==> src/design/cfd_pkg.sv <==
// Shared types and constants for the checksum frame deframer.
// Depends on nothing; every other design file imports it.
`default_nettype none

package cfd_pkg;

    localparam int BYTE_W = 8;
    localparam int KIND_W = 2;
    localparam int APB_DATA_W = 32;
    localparam int APB_ADDR_W = 3;

    // Register reset values
    localparam logic [BYTE_W-1:0] HEAD_FIRST_RST  = 8'h57;
    localparam logic [BYTE_W-1:0] HEAD_SECOND_RST = 8'hAB;

    // Register indexes (paddr[2] selects the word)
    localparam logic REG_HEAD_FIRST  = 1'b0;
    localparam logic REG_HEAD_SECOND = 1'b1;

    // Result kinds
    localparam logic [KIND_W-1:0] KIND_DATA     = 2'd0;
    localparam logic [KIND_W-1:0] KIND_SUM_GOOD = 2'd1;
    localparam logic [KIND_W-1:0] KIND_SUM_BAD  = 2'd2;

    // Framing phase, one-hot
    typedef enum logic [6:0] {
        PH_HUNT1 = 7'b0000001,
        PH_HUNT2 = 7'b0000010,
        PH_ADDR  = 7'b0000100,
        PH_CMD   = 7'b0001000,
        PH_LEN   = 7'b0010000,
        PH_DATA  = 7'b0100000,
        PH_SUM   = 7'b1000000
    } cfd_phase_t;

    // Header match values from the register file
    typedef struct packed {
        logic [BYTE_W-1:0] head_first;
        logic [BYTE_W-1:0] head_second;
    } cfd_cfg_t;

    // One result item
    typedef struct packed {
        logic [KIND_W-1:0] kind;
        logic [BYTE_W-1:0] dev_addr;
        logic [BYTE_W-1:0] command;
        logic [BYTE_W-1:0] payload_len;
        logic [BYTE_W-1:0] byte_index;
        logic [BYTE_W-1:0] payload_byte;
    } cfd_result_t;

    // Core to output stage: load strobe and result
    typedef struct packed {
        logic        load;
        cfd_result_t res;
    } cfd_emit_t;

endpackage

`default_nettype wire

==> src/design/cfd_byte_if.sv <==
// Input channel interface: one received byte per request.
// Depends on cfd_pkg.
`default_nettype none

interface cfd_byte_if;
    import cfd_pkg::*;

    logic              valid;
    logic              ready;
    logic [BYTE_W-1:0] rx_byte;

    modport source (output valid, output rx_byte, input ready);
    modport sink   (input valid, input rx_byte, output ready);
endinterface

`default_nettype wire

==> src/design/cfd_result_if.sv <==
// Output channel interface: payload bytes and frame-end results.
// Depends on cfd_pkg.
`default_nettype none

interface cfd_result_if;
    import cfd_pkg::*;

    logic              valid;
    logic              ready;
    logic [KIND_W-1:0] kind;
    logic [BYTE_W-1:0] dev_addr;
    logic [BYTE_W-1:0] command;
    logic [BYTE_W-1:0] payload_len;
    logic [BYTE_W-1:0] byte_index;
    logic [BYTE_W-1:0] payload_byte;

    modport source (output valid, output kind, output dev_addr, output command,
                    output payload_len, output byte_index, output payload_byte,
                    input ready);
    modport sink   (input valid, input kind, input dev_addr, input command,
                    input payload_len, input byte_index, input payload_byte,
                    output ready);
endinterface

`default_nettype wire

==> src/design/cfd_cfg_regs.sv <==
// APB register file holding the two header match bytes.
// Depends on cfd_pkg.
`default_nettype none

module cfd_cfg_regs
(
    input  wire                                logic clk,
    input  wire                                logic rst_n,
    input  wire                                logic psel,
    input  wire                                logic penable,
    input  wire                                logic pwrite,
    input  wire  logic [cfd_pkg::APB_ADDR_W-1:0] paddr,
    input  wire  logic [cfd_pkg::APB_DATA_W-1:0] pwdata,
    output logic [cfd_pkg::APB_DATA_W-1:0]       prdata,
    output logic                                 pready,
    output cfd_pkg::cfd_cfg_t                    cfg
);
    import cfd_pkg::*;

    logic [BYTE_W-1:0] head_first_reg;
    logic [BYTE_W-1:0] head_second_reg;
    logic              wr_en;

    assign pready = 1'b1;
    assign wr_en  = psel && penable && pwrite && pready;

    // Write the addressed header byte
    always_ff @(posedge clk or negedge rst_n)
    begin
        if (!rst_n)
        begin
            head_first_reg  <= HEAD_FIRST_RST;
            head_second_reg <= HEAD_SECOND_RST;
        end
        else if (wr_en)
        begin
            if (paddr[2] == REG_HEAD_FIRST)
                head_first_reg <= pwdata[BYTE_W-1:0];
            else
                head_second_reg <= pwdata[BYTE_W-1:0];
        end
    end

    // Read back the addressed register
    always_comb
    begin
        unique case (paddr[2])
            REG_HEAD_FIRST:  prdata = {{(APB_DATA_W-BYTE_W){1'b0}}, head_first_reg};
            REG_HEAD_SECOND: prdata = {{(APB_DATA_W-BYTE_W){1'b0}}, head_second_reg};
            default:         prdata = '0;
        endcase
    end

    assign cfg.head_first  = head_first_reg;
    assign cfg.head_second = head_second_reg;

endmodule

`default_nettype wire

==> src/design/cfd_core.sv <==
// Input byte register and framing state machine with running checksum.
// Depends on cfd_pkg and cfd_byte_if.
`default_nettype none

module cfd_core
(
    input  wire  logic              clk,
    input  wire  logic              rst_n,
    cfd_byte_if.sink                rx,
    input  wire  cfd_pkg::cfd_cfg_t cfg,
    input  wire  logic              out_free,
    output cfd_pkg::cfd_emit_t      emit
);
    import cfd_pkg::*;

    logic              in_valid_reg, in_valid_next;
    logic [BYTE_W-1:0] byte_reg;
    cfd_phase_t        phase_reg, phase_next;
    logic [BYTE_W-1:0] held_addr_reg, held_addr_next;
    logic [BYTE_W-1:0] held_command_reg, held_command_next;
    logic [BYTE_W-1:0] held_length_reg, held_length_next;
    logic [BYTE_W-1:0] payload_count_reg, payload_count_next;
    logic [BYTE_W-1:0] running_sum_reg, running_sum_next;
    logic [BYTE_W-1:0] count_inc;
    logic [BYTE_W-1:0] sum_add;
    logic              fire;
    logic              rx_take;

    // Process the held byte whenever the result slot can take a result
    assign fire    = in_valid_reg && out_free;
    assign rx.ready = !in_valid_reg || fire;
    assign rx_take = rx.valid && rx.ready;

    // Hold the incoming byte
    always_comb
    begin
        in_valid_next = in_valid_reg;
        if (rx_take)
            in_valid_next = 1'b1;
        else if (fire)
            in_valid_next = 1'b0;
    end

    always_ff @(posedge clk or negedge rst_n)
    begin
        if (!rst_n)
            in_valid_reg <= 1'b0;
        else
            in_valid_reg <= in_valid_next;
    end

    always_ff @(posedge clk)
    begin
        if (rx_take)
            byte_reg <= rx.rx_byte;
    end

    assign count_inc = payload_count_reg + 8'd1;
    assign sum_add   = running_sum_reg + byte_reg;

    // Advance the framing phase for one byte
    always_comb
    begin
        phase_next         = phase_reg;
        held_addr_next     = held_addr_reg;
        held_command_next  = held_command_reg;
        held_length_next   = held_length_reg;
        payload_count_next = payload_count_reg;
        running_sum_next   = running_sum_reg;

        emit.load             = 1'b0;
        emit.res.kind         = KIND_DATA;
        emit.res.dev_addr     = held_addr_reg;
        emit.res.command      = held_command_reg;
        emit.res.payload_len  = held_length_reg;
        emit.res.byte_index   = payload_count_reg;
        emit.res.payload_byte = byte_reg;

        if (fire)
        begin
            unique case (phase_reg)
                PH_HUNT2:
                begin
                    // Second header test wins when both values are equal
                    if (byte_reg == cfg.head_second)
                    begin
                        running_sum_next = sum_add;
                        phase_next       = PH_ADDR;
                    end
                    else if (byte_reg == cfg.head_first)
                        running_sum_next = byte_reg;
                    else
                        phase_next = PH_HUNT1;
                end
                PH_ADDR:
                begin
                    held_addr_next   = byte_reg;
                    running_sum_next = sum_add;
                    phase_next       = PH_CMD;
                end
                PH_CMD:
                begin
                    held_command_next = byte_reg;
                    running_sum_next  = sum_add;
                    phase_next        = PH_LEN;
                end
                PH_LEN:
                begin
                    held_length_next   = byte_reg;
                    payload_count_next = '0;
                    running_sum_next   = sum_add;
                    // Empty payload goes straight to the checksum byte
                    phase_next = (byte_reg == '0) ? PH_SUM : PH_DATA;
                end
                PH_DATA:
                begin
                    emit.load          = 1'b1;
                    running_sum_next   = sum_add;
                    payload_count_next = count_inc;
                    if (count_inc == held_length_reg)
                        phase_next = PH_SUM;
                end
                PH_SUM:
                begin
                    emit.load           = 1'b1;
                    emit.res.kind       = (byte_reg == running_sum_reg) ?
                                          KIND_SUM_GOOD : KIND_SUM_BAD;
                    emit.res.byte_index = '0;
                    phase_next          = PH_HUNT1;
                end
                default:
                begin
                    // Hunt for the first header byte
                    if (byte_reg == cfg.head_first)
                    begin
                        running_sum_next = byte_reg;
                        phase_next       = PH_HUNT2;
                    end
                    else
                        phase_next = PH_HUNT1;
                end
            endcase
        end
    end

    always_ff @(posedge clk or negedge rst_n)
    begin
        if (!rst_n)
        begin
            phase_reg         <= PH_HUNT1;
            held_addr_reg     <= '0;
            held_command_reg  <= '0;
            held_length_reg   <= '0;
            payload_count_reg <= '0;
            running_sum_reg   <= '0;
        end
        else
        begin
            phase_reg         <= phase_next;
            held_addr_reg     <= held_addr_next;
            held_command_reg  <= held_command_next;
            held_length_reg   <= held_length_next;
            payload_count_reg <= payload_count_next;
            running_sum_reg   <= running_sum_next;
        end
    end

`ifndef SYNTH
    // Results come only from payload or checksum bytes
    a_emit_phase: assert property (@(posedge clk) disable iff (!rst_n)
        emit.load |-> (fire && (phase_reg == PH_DATA || phase_reg == PH_SUM)))
        else $error("result produced outside payload or checksum phase");

    // Payload count stays below the declared length while taking payload
    a_count_bound: assert property (@(posedge clk) disable iff (!rst_n)
        (phase_reg == PH_DATA) |-> (payload_count_reg < held_length_reg))
        else $error("payload count reached declared length in payload phase");

    // Checksum byte always returns to hunting
    a_sum_to_hunt: assert property (@(posedge clk) disable iff (!rst_n)
        (fire && phase_reg == PH_SUM) |=> (phase_reg == PH_HUNT1))
        else $error("checksum byte did not return to hunting");
`endif

endmodule

`default_nettype wire

==> src/design/cfd_out_stage.sv <==
// Result register that parts the framing logic from the output channel.
// Depends on cfd_pkg and cfd_result_if.
`default_nettype none

module cfd_out_stage
(
    input  wire  logic               clk,
    input  wire  logic               rst_n,
    input  wire  cfd_pkg::cfd_emit_t emit,
    output logic                     out_free,
    cfd_result_if.source             tx
);
    import cfd_pkg::*;

    logic        valid_reg, valid_next;
    cfd_result_t res_reg;

    // Slot is free when empty or being drained this cycle
    assign out_free = !valid_reg || tx.ready;

    always_comb
    begin
        valid_next = valid_reg;
        if (emit.load)
            valid_next = 1'b1;
        else if (tx.ready)
            valid_next = 1'b0;
    end

    always_ff @(posedge clk or negedge rst_n)
    begin
        if (!rst_n)
            valid_reg <= 1'b0;
        else
            valid_reg <= valid_next;
    end

    // Load a new result
    always_ff @(posedge clk)
    begin
        if (emit.load)
            res_reg <= emit.res;
    end

    assign tx.valid        = valid_reg;
    assign tx.kind         = res_reg.kind;
    assign tx.dev_addr     = res_reg.dev_addr;
    assign tx.command      = res_reg.command;
    assign tx.payload_len  = res_reg.payload_len;
    assign tx.byte_index   = res_reg.byte_index;
    assign tx.payload_byte = res_reg.payload_byte;

endmodule

`default_nettype wire

==> src/design/checksum_frame_deframer_unit.sv <==
// Checksum frame deframer: top level.
// Channels: rx takes one received byte per request (valid/ready); tx
//   returns one result per payload byte and one per frame end (kind 0
//   payload, 1 checksum good, 2 checksum bad) with the frame's address,
//   command and length.
// Frame: two header bytes (head_first, head_second), address, command,
//   length, that many payload bytes, then an 8-bit wrapping sum of all
//   bytes from the first header byte through the last payload byte.
// Configuration: APB, head_first at 0x0 and head_second at 0x4, 8 bits
//   each, pready tied high; write only while the block is idle.
// Path: an accepted byte is held in the input byte register, processed when
//   the result slot is free and then registered in the result register for tx.
// Throughput: one byte per cycle while tx.ready is high, set by the input byte
//   register and the single result register.
// Reset: rst_n (asynchronous) empties both registers, returns to hunting
//   the first header byte and restores the header values 0x57 and 0xAB.
// Stall: a result held on tx keeps its value; one more byte is taken into
//   the input register, then rx.ready drops until tx.ready returns.
// Depends on cfd_pkg, cfd_byte_if, cfd_result_if and the cfd_* modules.
`default_nettype none

module checksum_frame_deframer_unit
(
    input  wire  logic                           clk,
    input  wire  logic                           rst_n,
    cfd_byte_if.sink                             rx,
    cfd_result_if.source                         tx,
    input  wire  logic                           psel,
    input  wire  logic                           penable,
    input  wire  logic                           pwrite,
    input  wire  logic [cfd_pkg::APB_ADDR_W-1:0] paddr,
    input  wire  logic [cfd_pkg::APB_DATA_W-1:0] pwdata,
    output logic [cfd_pkg::APB_DATA_W-1:0]       prdata,
    output logic                                 pready
);
    import cfd_pkg::*;

    cfd_cfg_t  cfg;
    cfd_emit_t emit;
    logic      out_free;

    // Header registers
    cfd_cfg_regs u_cfg_regs (
        .clk     (clk),
        .rst_n   (rst_n),
        .psel    (psel),
        .penable (penable),
        .pwrite  (pwrite),
        .paddr   (paddr),
        .pwdata  (pwdata),
        .prdata  (prdata),
        .pready  (pready),
        .cfg     (cfg)
    );

    // Framing logic
    cfd_core u_core (
        .clk      (clk),
        .rst_n    (rst_n),
        .rx       (rx),
        .cfg      (cfg),
        .out_free (out_free),
        .emit     (emit)
    );

    // Result register
    cfd_out_stage u_out_stage (
        .clk      (clk),
        .rst_n    (rst_n),
        .emit     (emit),
        .out_free (out_free),
        .tx       (tx)
    );

endmodule

`default_nettype wire
==> src/flat_wrapper.sv <==
// flat-port wrapper written by rule: the top's interface ports become plain ports
module checksum_frame_deframer_unit_flat import cfd_pkg::*;
  (clk, rst_n, psel, penable, pwrite, paddr, pwdata, prdata, pready, rx_valid, rx_rx_byte, rx_ready, tx_valid, tx_kind, tx_dev_addr, tx_command, tx_payload_len, tx_byte_index, tx_payload_byte, tx_ready);
  cfd_byte_if rx_i ();
  cfd_result_if tx_i ();
  input  wire  logic clk;
  input  wire  logic rst_n;
  input  wire  logic psel;
  input  wire  logic penable;
  input  wire  logic pwrite;
  input  wire  logic [cfd_pkg::APB_ADDR_W-1:0] paddr;
  input  wire  logic [cfd_pkg::APB_DATA_W-1:0] pwdata;
  output logic [cfd_pkg::APB_DATA_W-1:0] prdata;
  output logic pready;
  input wire logic [$bits(rx_i.valid)-1:0] rx_valid;
  input wire logic [$bits(rx_i.rx_byte)-1:0] rx_rx_byte;
  output wire logic [$bits(rx_i.ready)-1:0] rx_ready;
  output wire logic [$bits(tx_i.valid)-1:0] tx_valid;
  output wire logic [$bits(tx_i.kind)-1:0] tx_kind;
  output wire logic [$bits(tx_i.dev_addr)-1:0] tx_dev_addr;
  output wire logic [$bits(tx_i.command)-1:0] tx_command;
  output wire logic [$bits(tx_i.payload_len)-1:0] tx_payload_len;
  output wire logic [$bits(tx_i.byte_index)-1:0] tx_byte_index;
  output wire logic [$bits(tx_i.payload_byte)-1:0] tx_payload_byte;
  input wire logic [$bits(tx_i.ready)-1:0] tx_ready;
  assign rx_i.valid = rx_valid;
  assign rx_i.rx_byte = rx_rx_byte;
  assign rx_ready = rx_i.ready;
  assign tx_valid = tx_i.valid;
  assign tx_kind = tx_i.kind;
  assign tx_dev_addr = tx_i.dev_addr;
  assign tx_command = tx_i.command;
  assign tx_payload_len = tx_i.payload_len;
  assign tx_byte_index = tx_i.byte_index;
  assign tx_payload_byte = tx_i.payload_byte;
  assign tx_i.ready = tx_ready;
  checksum_frame_deframer_unit u_core (.clk(clk), .rst_n(rst_n), .rx(rx_i), .tx(tx_i), .psel(psel), .penable(penable), .pwrite(pwrite), .paddr(paddr), .pwdata(pwdata), .prdata(prdata), .pready(pready));
endmodule
==> config.mk <==
export PLATFORM = sky130hd
export DESIGN_NAME = checksum_frame_deframer_unit_flat
export DESIGN_NICKNAME = d
export VERILOG_FILES = /design/src/design/cfd_pkg.sv /design/src/design/cfd_byte_if.sv /design/src/design/cfd_result_if.sv /design/src/design/cfd_cfg_regs.sv /design/src/design/cfd_core.sv /design/src/design/cfd_out_stage.sv /design/src/design/checksum_frame_deframer_unit.sv /design/src/flat_wrapper.sv
export SDC_FILE = /design/constraint.sdc
export NUM_CORES = 1
export LEC_CHECK = 0
export BUFFER_PORTS_ARGS = -buffer_cell sky130_fd_sc_hd__buf_2
export CORE_UTILIZATION = 40
export DETAILED_ROUTE_END_ITERATION = 8
export GPL_ROUTABILITY_DRIVEN = 0
export GPL_TIMING_DRIVEN = 0
export PLACE_DENSITY = 0.64
export SLEW_MARGIN = 20
export SYNTH_ARGS = -nofsm -noshare
export SYNTH_HDL_FRONTEND = slang
export SYNTH_SLANG_ARGS = --single-unit
==> constraint.sdc <==
create_clock -name clk -period 11.3 [get_ports clk]
set_clock_uncertainty 0.15 [all_clocks]
set_input_delay 1.695 -clock clk [delete_from_list [all_inputs] [get_ports clk]]
set_output_delay 1.695 -clock clk [all_outputs]
set_load 0.01 [all_outputs]
Word-level counts from Yosys, hierarchy flattened

Cells that the tools add are included.
W data, S select, Z words.

Bits in registers: 115
Latch bits: 0
RAM bits: 0
Bits in read-only memories: 0
Memories kept: 0

$add $sub $neg: 2
Multiply operators: 0
Divide/modulo/power cells: 0
Magnitude comparators: 0
Eq/ne operators: 12
Shift-type cells: 0
Mux-type cells: 21
Bitwise operators: 2
Reduce and logical (&&, ||, !) cells: 23

Operators with widths:

| cell                  | count |
|---|---|
| $pmux W32 S2          | 1 |
| $pmux W7 S6           | 1 |
| $eq A8 B8 Y1          | 4 |
| $mux W8               | 4 |
| $mux W7               | 4 |
| $pmux W8 S3           | 1 |
| $pmux W8 S2           | 1 |
| $reduce_and A2 Y1     | 8 |
| $add A8 B1 Y8 const B | 1 |
| $add A8 B8 Y8         | 1 |
| $logic_not A8 Y1      | 1 |
| $eq A7 B2 Y1 const B  | 1 |
| $eq A7 B3 Y1 const B  | 1 |
| $eq A7 B4 Y1 const B  | 1 |
| $eq A7 B5 Y1 const B  | 1 |
| $eq A7 B6 Y1 const B  | 1 |
| $eq A7 B7 Y1 const B  | 1 |
| $mux W2               | 3 |
| $reduce_bool A2 Y1    | 3 |
| $mux W1               | 5 |
| $logic_and A1 B1 Y1   | 4 |
| $reduce_or A4 Y1      | 1 |
| $mux W3               | 1 |
| $ne A3 B3 Y1 const B  | 1 |
| other kinds (6)       | 9 |

Longest topological paths before layout

Gate-level depths: netlist of run 1.

Word-level depth: 6
Depth in mapped cells: 8

Cells and area by module

From an unflattened synthesis of run 1, not the netlist that was laid out.

Cell total of the unflattened synthesis: 426
Area, all modules: 5455.2 µm²

By module, submodules not included:

| module        | instances | cells each | area each (µm²) |
|---|---|---|---|
| cfd_core      | 1         | 311        | 3211.8 |
| cfd_out_stage | 1         | 45         | 1308.8 |
| cfd_cfg_regs  | 1         | 70         | 934.6 |

Worst setup path after synthesis of run 1

No wires, ideal clock.

Kind: input to register
From: input port tx_ready
To: register u_core.u_out_stage.res_reg, in the netlist u_core.u_out_stage.tx.byte_index[0] (enable)
Library setup time: 501 ps
Data arrival time: 5309 ps
Required time: 10649 ps
Path slack: 5340 ps
Stages: 5
Path buffers: 1
Cells stage by stage: nand2b_1 -> and2_1 -> clkbuf_1 -> nand2_2 -> o21ai_0

RTL lines:

| what                 | line                | source |
|---|---|---|
| start, declared      | flat_wrapper.sv:25  | `input wire logic [$bits(tx_i.ready)-1:0] tx_ready;` |
| end signal, assigned | cfd_out_stage.sv:42 | `res_reg <= emit.res;` |
| end, declared        | cfd_out_stage.sv:16 | `cfd_result_t res_reg;` |

Worst setup path in the final report of run 1

From: input port paddr[2] in the netlist's numbering
To: output port prdata[4] in the netlist's numbering

Word-level cells in the longest chain between the ends: 2

RTL lines:

| what                        | line               | source |
|---|---|---|
| start, declared             | flat_wrapper.sv:11 | `input wire logic [cfd_pkg::APB_ADDR_W-1:0] paddr;` |
| $not A1 Y1 (no source line) | --                 |  |
| $pmux W32 S2 (*)            | cfd_cfg_regs.sv:47 | `unique case (paddr[2])` |
| end, declared               | flat_wrapper.sv:13 | `output logic [cfd_pkg::APB_DATA_W-1:0] prdata;` |

Mark *: on every way between the ends. The rest lies on a longest branch, timed or not. The select of a mux whose other input is x is not followed.

==> results of run 1 <==
## power breakdown
group | internal, mW | switching (mW) | leakage [nW]
Clock | 0.368 | 0.190 | 0.295
Combinational | 0.0856 | 0.0896 | 1.28
Sequential | 0.471 | 0.0230 | 1.28
Total | 0.925 | 0.302 | 2.86
## worst max-delay path: stages
cell	delay (ns)
clkbuf_1	0.43
mux2_2	0.42
buf_2	0.14
## layer usage
layer	part of all wire, %	GRT usage, %	up-vias	wire [um]
met5	0	0	-	0
met3	5.1	5.077	18	614
met1	43	21.46	1866	5165
met2	50	29.61	131	6024
li1	-	-	1813	-
met4	2.1	8.047	0	251
## cell type report
type,count,area (sq um),area share (%)
multi-input cells,298,2170,31.53
well taps,176,220.2,3.201
repair buffers,77,442.9,6.438
inverters,7,26.28,0.3819
flip-flops and latches,115,3142,45.66
clock inverters,13,183.9,2.673
clock buffers,19,432.9,6.292
plain buffers,44,262.8,3.819
## per-stage QoR
stage / cell area (sq um) / utilization, % / hold slack, ns / instances / setup slack [ns]
after floorplan: 5589 / - / 0.2694 / 464 / 5.340
after global placement: 6180 / 46.30 / 0.2811 / 714 / 3.683
after detailed placement: 6264 / 46.93 / 0.2799 / 717 / 6.776
after CTS: 6880 / 51.55 / 0.2973 / 749 / 6.768
after global routing: 6880 / 51.55 / 0.3044 / 749 / 6.722
final: 6880 / 51.55 / 0.2940 / 749 / 6.769
## cell families (layout without fill, tap and decap cells)
family | Yosys count | after routing
AO/OA/AOI/OAI | 74 | 74
XOR/XNOR | 30 | 30
adder cells (fa/ha/maj) | 9 | 9
buffers and inverters | 51 | 160
flip-flops | 115 | 115
multiplexers | 50 | 50
other | 2 | 25
AND/OR/NAND/NOR | 110 | 110
## cell usage in the layout, fill, tap and decap left out, types with 4 or more instances in the layout
master	synthesis	layout
buf_2	2	75
a21oi_1	13	13
clkbuf_1	16	18
nor2_1	20	20
dfrtp_1	54	54
a2bb2oi_1	7	7
nand4_1	7	7
nor3b_1	5	5
nand3_1	5	5
inv_1	7	7
xnor2_1	18	18
buf_4	25	26
dfstp_2	11	11
ha_1	8	8
nor3_1	9	9
and2_1	11	11
nor2b_1	5	5
o21ai_0	21	20
clkbuf_16	0	17
nand2b_1	6	6
nand2_1	19	19
xor2_1	12	12
edfxtp_1	50	50
o22ai_1	7	7
bufinv_16	0	4
or3_1	4	4
conb_1	2	25
mux2_2	50	50
nor4_1	7	7
## how the worst max path moves through the flow
stage / start / end / cells after the start
CTS: paddr[2] / prdata[5] / 3
detailed placement: paddr[2] / prdata[5] / 3
global placement: tx_ready / u_core.u_out_stage.tx.payload_len[4] / 6
finish: paddr[2] / prdata[4] / 3
floorplan: tx_ready / u_core.u_out_stage.tx.byte_index[0] / 5
global route: paddr[2] / prdata[5] / 3
==> qor.yml, run 1 <==
final_nets: 619
reg2reg_from: "u_core.u_core.payload_count_reg[1]"
rsz0062_at_grt: "no"
hold_end: "u_core.u_out_stage.tx.dev_addr[4]"
setup_tns_ns: 0
final_max_slew_viol_count: 0
worst-r2r-cell-count: 7
power_mw: 1.227
wl_um: 12060
synth_area_leaders: "edfxtp_1 (27%), dfrtp_1 (25%), mux2_2 (10%)"
setup_viol: 0
vias_per_cell: 5.111
post-route-period-util_pct: 40.10
fillers: 1214
core_area_sq_mm: 0.01335
muxShareOfSynthArea_pct: 10.23
synth-simple-area-share_pct: 11.03
rows: 42
synth_edf_count: 50
die_h_um: 119.3
synth_flop_cell: "dfrtp_1"
synth_top_family_by_area: "simple AND/OR/NAND/NOR gates"
synth-compound-area-share_pct: 9.300
maxSlewHeadroom_pct: 53.71
reg2reg_slack_ns: 8.51
hold_buffers: 0
synthAdderAreaFrac_pct: 2.183
drive_gt1_share_pct: 35.95
synth.distinct_cells: 59
power.leakage_nw: 2.861
overflow: 0
cts_tree: "built"
drc_errors: 0
drt_iter0_drc: 278
diodes: 0
min_path_type: "reg -> reg"
fin_crit_ns: 4.531
powerDensity_mw_per_mm2: 178.3
final_antenna_net_count: 0
synthXorXnorAreaFrac_pct: 4.775
path_clk_slew_ns: 0.05
tightest_slew_ns: 0.6918
crit_type: "in -> out"
endpoint_kind: "output port"
start_kind: "input port"
maxCapViolCount: 0
vias: 3828
ys_top_cells_by_count: "dfrtp_1 (54), edfxtp_1 (50), mux2_2 (50)"
grt_start_max_net_pins: 52
dp_hpwl_um: 8378
cts_resized: 0
routedWlPerCell_um: 16.10
whs_path_depth: 0
cts.sinks: 115
post_cts_buffers: 0
status: "finished, final reports clean"
fp.dieW_um: 119.3
die_area_sq_mm: 0.01423
hold_start: "u_core.u_core.held_addr_reg[4]"
synth_most_common_cell: "dfrtp_1"
fmax_ghz: 0.2207
grt_antenna_before_repair: 0
ys_ff_latch: 115
pin_count: 127
r2r-end: "u_core.u_core.phase_reg[6]"
syn_inst: 441
yosysWarningCount: 0
path_max_fanout: 10
required_ns: 9.46
synth_top_area_share_pct: 27.29
syn_to_final_growth_pct: 25.03
synth-async-reset-ratio_pct: 56.52
syn-mean-instance-area_sq_um: 12.48
grt_usage_pct: 17.83
synth_area_leader_cell: "edfxtp_1"
initial_core_util_pct: 41.23
dr.pass1.iters: 5
cts-root-buf: "clkbuf_16"
ys_seq_area_share_pct: 57.09
cts_buffers: 17
clock_latency_ns: 0.42
htreeDepth: 4
hold_viol_final: 0
worst_ep_arrival_time_ns: 2.69
ir_drop_v: 0.0001019
clockBufferDepth: 2
grt_pass1_wl_um: 19040
portBuffers: 74
syn_area_sq_mm: 0.005503
grt_pass1_vias: 3766
Note: power is estimated with default switching activity, not from simulation.
==> inputs of run 2 (changes only) <==
--- a/config.mk
+++ b/config.mk
@@ -5,6 +5,7 @@
 export SDC_FILE = /design/constraint.sdc
 export NUM_CORES = 1
 export LEC_CHECK = 0
+export ABC_AREA = 1
 export BUFFER_PORTS_ARGS = -buffer_cell sky130_fd_sc_hd__buf_2
 export CORE_UTILIZATION = 40
 export DETAILED_ROUTE_END_ITERATION = 8
==> constraint.sdc (replaced) <==
create_clock -name clk -period 4.5 [get_ports clk]
set_clock_uncertainty 0.15 [all_clocks]
set_input_delay 0.675 -clock clk [delete_from_list [all_inputs] [get_ports clk]]
set_output_delay 0.675 -clock clk [all_outputs]
set_load 0.01 [all_outputs]
==> run 2 against run 1 <==
First-iteration DRC count down 4.3%. Sequential share of layout area hardly changed. Critical path depth increased by 8. Non-clock buffer count down 10. Critical endpoint is now u_core.u_core.running_sum_reg[6].
==> qor.yml, run 2 <==
status: "finished, final reports clean"  # unchanged
final_antenna_net_count: 0  # unchanged
fmax_ghz: 0.4108
htreeDepth: 4  # unchanged
setup_viol: 0  # unchanged
cts_tree: "built"  # unchanged
hold_buffers: 0  # unchanged
clock_latency_ns: 0.41  # was 0.42 ns
core_area_sq_mm: 0.01335  # unchanged
hold_viol_final: 0  # unchanged
drive_gt1_share_pct: 26.87  # was 35.95%
comb_power_share_pct: 10.6  # was 14.3%
power.net_switching_mw: 0.7276  # was 0.3024 mW
initial_core_util_pct: 41.49  # was 41.23%
final_nets: 768  # was 619
cts_resized: 0  # unchanged
min_path_type: "in -> async"  # was reg -> reg
synth.distinct_cells: 40  # was 59
grt_start_max_net_pins: 42  # was 52
syn-mean-instance-area_sq_um: 9.386  # was 12.48 sq um
seqPwrFrac_pct: 42.0  # was 40.3%
synth_most_common_cell: "nand2_1"  # was dfrtp_1
fillers: 1260  # was 1214
multi_input_comb_area_sq_mm: 0.002009  # was 0.002170 sq mm
syn_inst: 590  # was 441
synth_edf_count: 50  # unchanged
grt_pass1_wl_um: 20040  # was 19040 um
grt_antenna_before_repair: 0  # unchanged
dpl_cell_area_sq_mm: 0.006270  # was 0.006264 sq mm
cts_buffers: 17  # unchanged
setup_tns_ns: 0  # unchanged
die_h_um: 119.7  # was 119.3 um
dr.pass1.iters: 5  # unchanged
rsz0062_at_grt: "no"  # unchanged
syn_to_final_growth_pct: 24.18  # was 25.03%
power.leakage_nw: 3.318  # was 2.861 nW
routedWlPerCell_um: 13.50  # was 16.10 um
syn_area_sq_mm: 0.005538  # was 0.005503 sq mm
worst_ep_arrival_time_ns: 2.59  # was 2.69 ns
cts-root-buf: "clkbuf_16"  # unchanged
overflow: 0  # unchanged
ys_seq_area_share_pct: 56.73  # was 57.09%
cts.sinks: 115  # unchanged
fp.dieW_um: 119.7  # was 119.3 um
p_sw_share_pct: 25.17  # was 24.65%
worst-r2r-cell-count: 11  # was 7
yosysWarningCount: 0  # unchanged
fin_area_sq_mm: 0.006877  # was 0.006880 sq mm
diodes: 0  # unchanged
ir_drop_v: 0.0002372  # was 0.0001019 V
start_kind: "register"  # was input port
final_common_cell: "nand2_1"  # was buf_2
crit_type: "reg -> reg"  # was in -> out
drc_errors: 0  # unchanged
synth_top_area_share_pct: 27.11  # was 27.29%
synth-async-reset-ratio_pct: 56.52  # unchanged
r2r-end: "u_core.u_core.running_sum_reg[6]"  # was u_core.u_core.phase_reg[6]
holdWs_ns: 0.01878  # was 0.2940 ns
endpoint_kind: "register"  # was output port
synth_area_leaders: "edfxtp_1 (27%), dfrtp_1 (24%), nand2_1 (12%)"  # was edfxtp_1 (27%), dfrtp_1 (25%), mux2_2 (10%)
wl_um: 12120  # was 12060 um
final_max_slew_viol_count: 0  # unchanged
fin_crit_ns: 2.434
reg2reg_slack_ns: 2.07  # was 8.51 ns
rows: 42  # unchanged
vias: 4176  # was 3828
path_max_fanout: 6  # was 10
maxCapViolCount: 0  # unchanged
required_ns: 4.66  # was 9.46 ns
clockBufferDepth: 2  # unchanged
vias_per_cell: 4.650  # was 5.111
powerDensity_mw_per_mm2: 420.4  # was 178.3 mW/mm^2
die_area_sq_mm: 0.01432  # was 0.01423 sq mm
clockPowerShare_pct: 47.4  # was 45.5%
ys_top_cells_by_count: "nand2_1 (178), inv_1 (55), dfrtp_1 (54)"  # was dfrtp_1 (54), edfxtp_1 (50), mux2_2 (50)
drt_iter0_drc: 266  # was 278
pin_count: 127  # unchanged
dp_hpwl_um: 8864  # was 8378 um
path_clk_slew_ns: 0.05  # about the same
reg2reg_from: "u_core.u_core.byte_reg[0]"  # was u_core.u_core.payload_count_reg[1]
synth_area_leader_cell: "edfxtp_1"  # unchanged
synth_flop_cell: "dfrtp_1"  # unchanged
ys_ff_latch: 115  # unchanged
p_int_mw: 2.163  # was 0.9246 mW
final-seq-area_sq_mm: 0.003142  # unchanged
portBuffers: 75  # was 74
post-route-period-util_pct: 54.10
crit_start: "u_core.u_core.byte_reg[0]"  # was paddr[2]
grt_pass1_vias: 4086  # was 3766
grt_usage_pct: 18.22  # was 17.83%
mostFrequentLayoutCells: "nand2_1 (178), buf_2 (78), inv_1 (55)"  # was buf_2 (75), dfrtp_1 (54), mux2_2 (50), edfxtp_1 (50), buf_4 (26)
post_cts_buffers: 0  # unchanged
==> run 2: changes by cell type after synthesis, moves of 11 or more <==
cell / previous run / this run
nand3_1: 5 / 38
nand2_1: 19 / 178
o21ai_0: 21 / 46
inv_1: 7 / 55
clkbuf_1: 16 / 3
mux2_2: 50 / 0
and2_1: 11 / 0
==> run 2: how the worst max path moves through the flow <==
stage                                            end  cells after the start
6_report            u_core.u_core.running_sum_reg[6]                     11
5_1_grt             u_core.u_core.running_sum_reg[6]                     11
4_1_cts             u_core.u_core.running_sum_reg[6]                     11
3_5_place_dp                               prdata[3]                      5
3_3_place_gp   u_core.u_out_stage.tx.payload_byte[4]                      5
2_1_floorplan    u_core.u_out_stage.tx.byte_index[0]                      4
==> run 2: critical path: stages (launching register included) <==
cell      delay, ns
edfxtp_1       0.53
ha_1           0.30
fa_1           0.46
nand3_1        0.09
nand3_1        0.12
nand3_1        0.10
nand2_1        0.07
or2_2          0.27
nand3_1        0.08
nand3_1        0.07
nand2_1        0.06
inv_1          0.03
==> run 2: metal layers <==
metal  global-route usage [%]  up-vias  wire length (um)
li1                         -     2101                 -
met1                    24.05     1934              5661
met4                    7.969        0               212
met2                    29.08      125              5710
met3                    3.660       16               537
met5                        0        -                 0
==> run 2: logic make-up after synthesis <==
kind of cell               share of synthesized area (%)
adders and majority gates                          2.169
buffers and inverters                              8.676
and+or+nand+nor                                    23.61
AOI/OAI and AO/OA                                  5.987
xor gates and xnor gates                           2.689
DFF                                                56.73
other                                             0.1356
==> run 2: area by class of cell <==
cell class	instances	share of cell area, %
Buffer	34	3.566
Clock buffer	17	6.186
Clock inverter	15	2.638
Inverter	62	3.421
Multi-Input combinational cell	402	29.22
Sequential cell	115	45.69
Tap cell	176	3.202
Timing Repair Buffer	77	6.077
==> run 2: power by group through the flow <==
| stage | clock (mW) | sequential, mW | combinational (mW) |
|---|---|---|---|
| floorplan | 0 | 1.21 | 0.226 |
| global placement | 0 | 1.23 | 0.295 |
| detailed placement | 0 | 1.23 | 0.305 |
| CTS | 1.39 | 1.21 | 0.306 |
| global route | 1.43 | 1.22 | 0.355 |
| finish | 1.37 | 1.21 | 0.307 |
==> run 2: metrics by stage <==
stage	utilization [%]	total power [mW]	setup WS [ns]	instances
5_1_grt	51.52	3.010	1.895	898
6_report	51.52	2.891	2.066	898
2_1_floorplan	-	1.439	1.142	613
4_1_cts	51.52	2.908	2.059	898
3_5_place_dp	46.97	1.537	2.083	866
3_3_place_gp	46.60	1.524	0.2641	864
==> inputs of run 3 (changes only) <==
==> constraint.sdc (replaced) <==
create_clock -name clk -period 2.3 [get_ports clk]
set_clock_uncertainty 0.15 [all_clocks]
set_input_delay 0.345 -clock clk [delete_from_list [all_inputs] [get_ports clk]]
set_output_delay 0.345 -clock clk [all_outputs]
set_load 0.01 [all_outputs]
==> run 3 against run 2 <==
Power increased by 98%. Critical path type unchanged. First-iteration DRC count fell by 20%. Non-clock buffer count increased by 12. Sequential share of layout area is 0.85 points lower. Clock power increased by 99%. Critical path depth unchanged. Flip-flop and latch count unchanged. Final cell count is 1.4% higher. Hold slack got worse by 0.0062 ns. Global-route usage grew 0.082 points. Setup slack got worse by 1.9 ns. Register-to-register slack got worse by 1.9 ns.
==> qor.yml, run 3 (same netlist as run 2, synthesis figures left out) <==
final_nets: 781  # was 768
dp_hpwl_um: 8709  # was 8864 um
fmax_ghz: 0.4655  # was 0.4108 GHz
path_common_cell: "nand3_1"  # unchanged
dp.cells: 865  # was 866
grt_antenna_before_repair: 0  # unchanged
cp_top_family: "simple AND/OR/NAND/NOR gates"  # unchanged
rows: 42  # unchanged
crit_start: "u_core.u_core.byte_reg[0]"  # unchanged
clock_latency_ns: 0.41  # about the same
start_kind: "register"  # unchanged
pin_count: 127  # unchanged
worst_ep_arrival_time_ns: 2.30  # was 2.59 ns
drive_gt1_share_pct: 26.94  # was 26.87%
final_max_slew_viol_count: 0  # unchanged
worstPathCellList: "ha_2, fa_2, nand3_1, nand3_1, nand3_1, nand2_1, or2_2, nand3_1, nand3_1, nand2_1, inv_1"  # was ha_1, fa_1, nand3_1, nand3_1, nand3_1, nand2_1, or2_2, nand3_1, nand3_1, nand2_1, inv_1
status: "finished, final reports clean"  # unchanged
cts.sinks: 115  # unchanged
endpoint_kind: "register"  # unchanged
diodes: 0  # unchanged
post-route-period-util_pct: 93.41  # was 54.10%
hold_start: "pwdata[7]"
cts_tree: "built"  # unchanged
vias_per_cell: 4.701  # was 4.650
cts-root-buf: "clkbuf_16"  # unchanged
critPathMaxStageDelay_ns: 0.42  # was 0.53 ns
cp.buffers_inverters: 1  # unchanged
grt_pass1_vias: 4107  # was 4086
wl_um: 12280  # was 12120 um
htreeDepth: 4  # unchanged
routedWlPerCell_um: 13.48  # was 13.50 um
syn_to_final_growth_pct: 26.53  # was 24.18%
utilization_pct: 52.49  # was 51.52%
tightest_slew_ns: 0.6617
required_ns: 2.45  # was 4.66 ns
die_h_um: 119.7  # unchanged
fin_crit_ns: 2.148  # was 2.434 ns
final_common_cell: "nand2_1"  # unchanged
ir_drop_v: 0.0004503  # was 0.0002372 V
initial_core_util_pct: 41.49  # unchanged
portBuffers: 75  # unchanged
grt_start_max_net_pins: 38  # was 42
setup_viol: 0  # unchanged
final_antenna_net_count: 0  # unchanged
maxSlewHeadroom_pct: 55.78
die_area_sq_mm: 0.01432  # unchanged
maxCapViolCount: 0  # unchanged
core_area_sq_mm: 0.01335  # unchanged
overflow: 0  # unchanged
grt_pass1_wl_um: 20110  # was 20040 um
fp.dieW_um: 119.7  # unchanged
drt_iter0_drc: 214  # was 266
mostFrequentLayoutCells: "nand2_1 (178), buf_2 (78), inv_1 (55)"  # unchanged
fin_cells: 911  # was 898
power.leakage_nw: 3.370  # was 3.318 nW
grt_usage_pct: 18.31  # was 18.22%
dr.pass1.iters: 4  # was 5
drc_errors: 0  # unchanged
crit_type: "reg -> reg"  # unchanged
hold_viol_final: 0  # unchanged
cp_slowest_cell: "edfxtp_1"  # unchanged
vias: 4283  # was 4176
dpl_cell_area_sq_mm: 0.006250  # was 0.006270 sq mm
powerDensity_mw_per_mm2: 816.8  # was 420.4 mW/mm^2
cts_buffers: 17  # unchanged
reg2reg_from: "u_core.u_core.byte_reg[0]"  # unchanged
power_mw: 5.723  # was 2.891 mW
clockBufferDepth: 2  # unchanged
min_path_type: "in -> reg"  # was in -> async
fin_area_sq_mm: 0.007007  # was 0.006877 sq mm
path_max_fanout: 3  # was 6
path_clk_slew_ns: 0.06  # was 0.05 ns
run 3: cell count changes in the layout (fill, tap and decap cells not counted), sizes merged, moves of 2 or more:
cell	previous run	this run
buf	108	111
inv	66	62
clkbuf	20	22
clkinv	3	5
dlygate4sd3	0	9
run 3: layer usage:
| metal | track usage, % | share of wire, % | vias up |
|---|---|---|---|
| met3 | 4.325 | 4.8 | 14 |
| met2 | 27.38 | 46 | 148 |
| met1 | 25.57 | 48 | 1998 |
| met4 | 7.344 | 1.4 | 0 |
| li1 | - | - | 2123 |
| met5 | 0 | 0 | - |
run 3: cell type report:
class | instances | area (sq um)
Multi-Input combinational cell | 403 | 2028
Clock inverter | 13 | 185.2
Sequential cell | 115 | 3142
Clock buffer | 19 | 432.9
Fill cell | 1221 | 6341
Timing Repair Buffer | 89 | 518.0
Inverter | 62 | 235.2
Buffer | 34 | 245.2
Tap cell | 176 | 220.2
run 3: worst register-to-register path: stages, from the launching register on:
cell and delay, ns:
edfxtp_1 0.42, ha_2 0.22, fa_2 0.40, nand3_1 0.08, nand3_1 0.11, nand3_1 0.09, nand2_1 0.06, or2_2 0.27
nand3_1 0.08, nand3_1 0.07, nand2_1 0.06, inv_1 0.03
run 3: metrics by stage:
stage / setup WS [ns] / TNS [ns] / hold slack, ns
after floorplan: 0.1066 / 0 / -0.1006
after global placement: -0.2014 / -8.316 / 0.2878
after detailed placement: -0.2533 / -10.50 / 0.1519
after CTS: 0.04091 / 0 / 0.002138
after global routing: -0.0007943 / -0.0007943 / 0.01991
final: 0.1515 / 0 / 0.01261
run 3: where the power goes:
part	internal, mW	leakage (nW)	switching [mW]
clock	1.81	0.287	0.914
combinational	0.274	1.83	0.355
sequential	2.27	1.25	0.106
run 3: path summary, 6_finish.rpt:
kind | endpoint | slack (ns) | depth (start not counted)
worst max-delay path | u_core.u_core.running_sum_reg[6] | 0.15 | 11
worst min-delay path | u_core.u_cfg_regs.head_second_reg[7] | 0.01 | 3
worst max register to register | u_core.u_core.running_sum_reg[6] | 0.15 | 11
worst min register to register | u_core.u_out_stage.tx.dev_addr[2] | 0.30 | 0
max in group asynchronous | u_core.u_cfg_regs.head_first_reg[2] | 1.13 | 3
min in group asynchronous | u_core.u_core.held_command_reg[6] | 0.27 | 2
run 3: what timing repair did:
item | in CTS | in global routing
gates resized for setup | 1 | 3
endpoints found under the setup margin | 44 | 44
pin swaps | 0 | 1
gates cloned | 1 | 0
setup buffers | 1 | 3
hold buffers | 9 | 0
endpoints found under the hold margin | 28 | 0
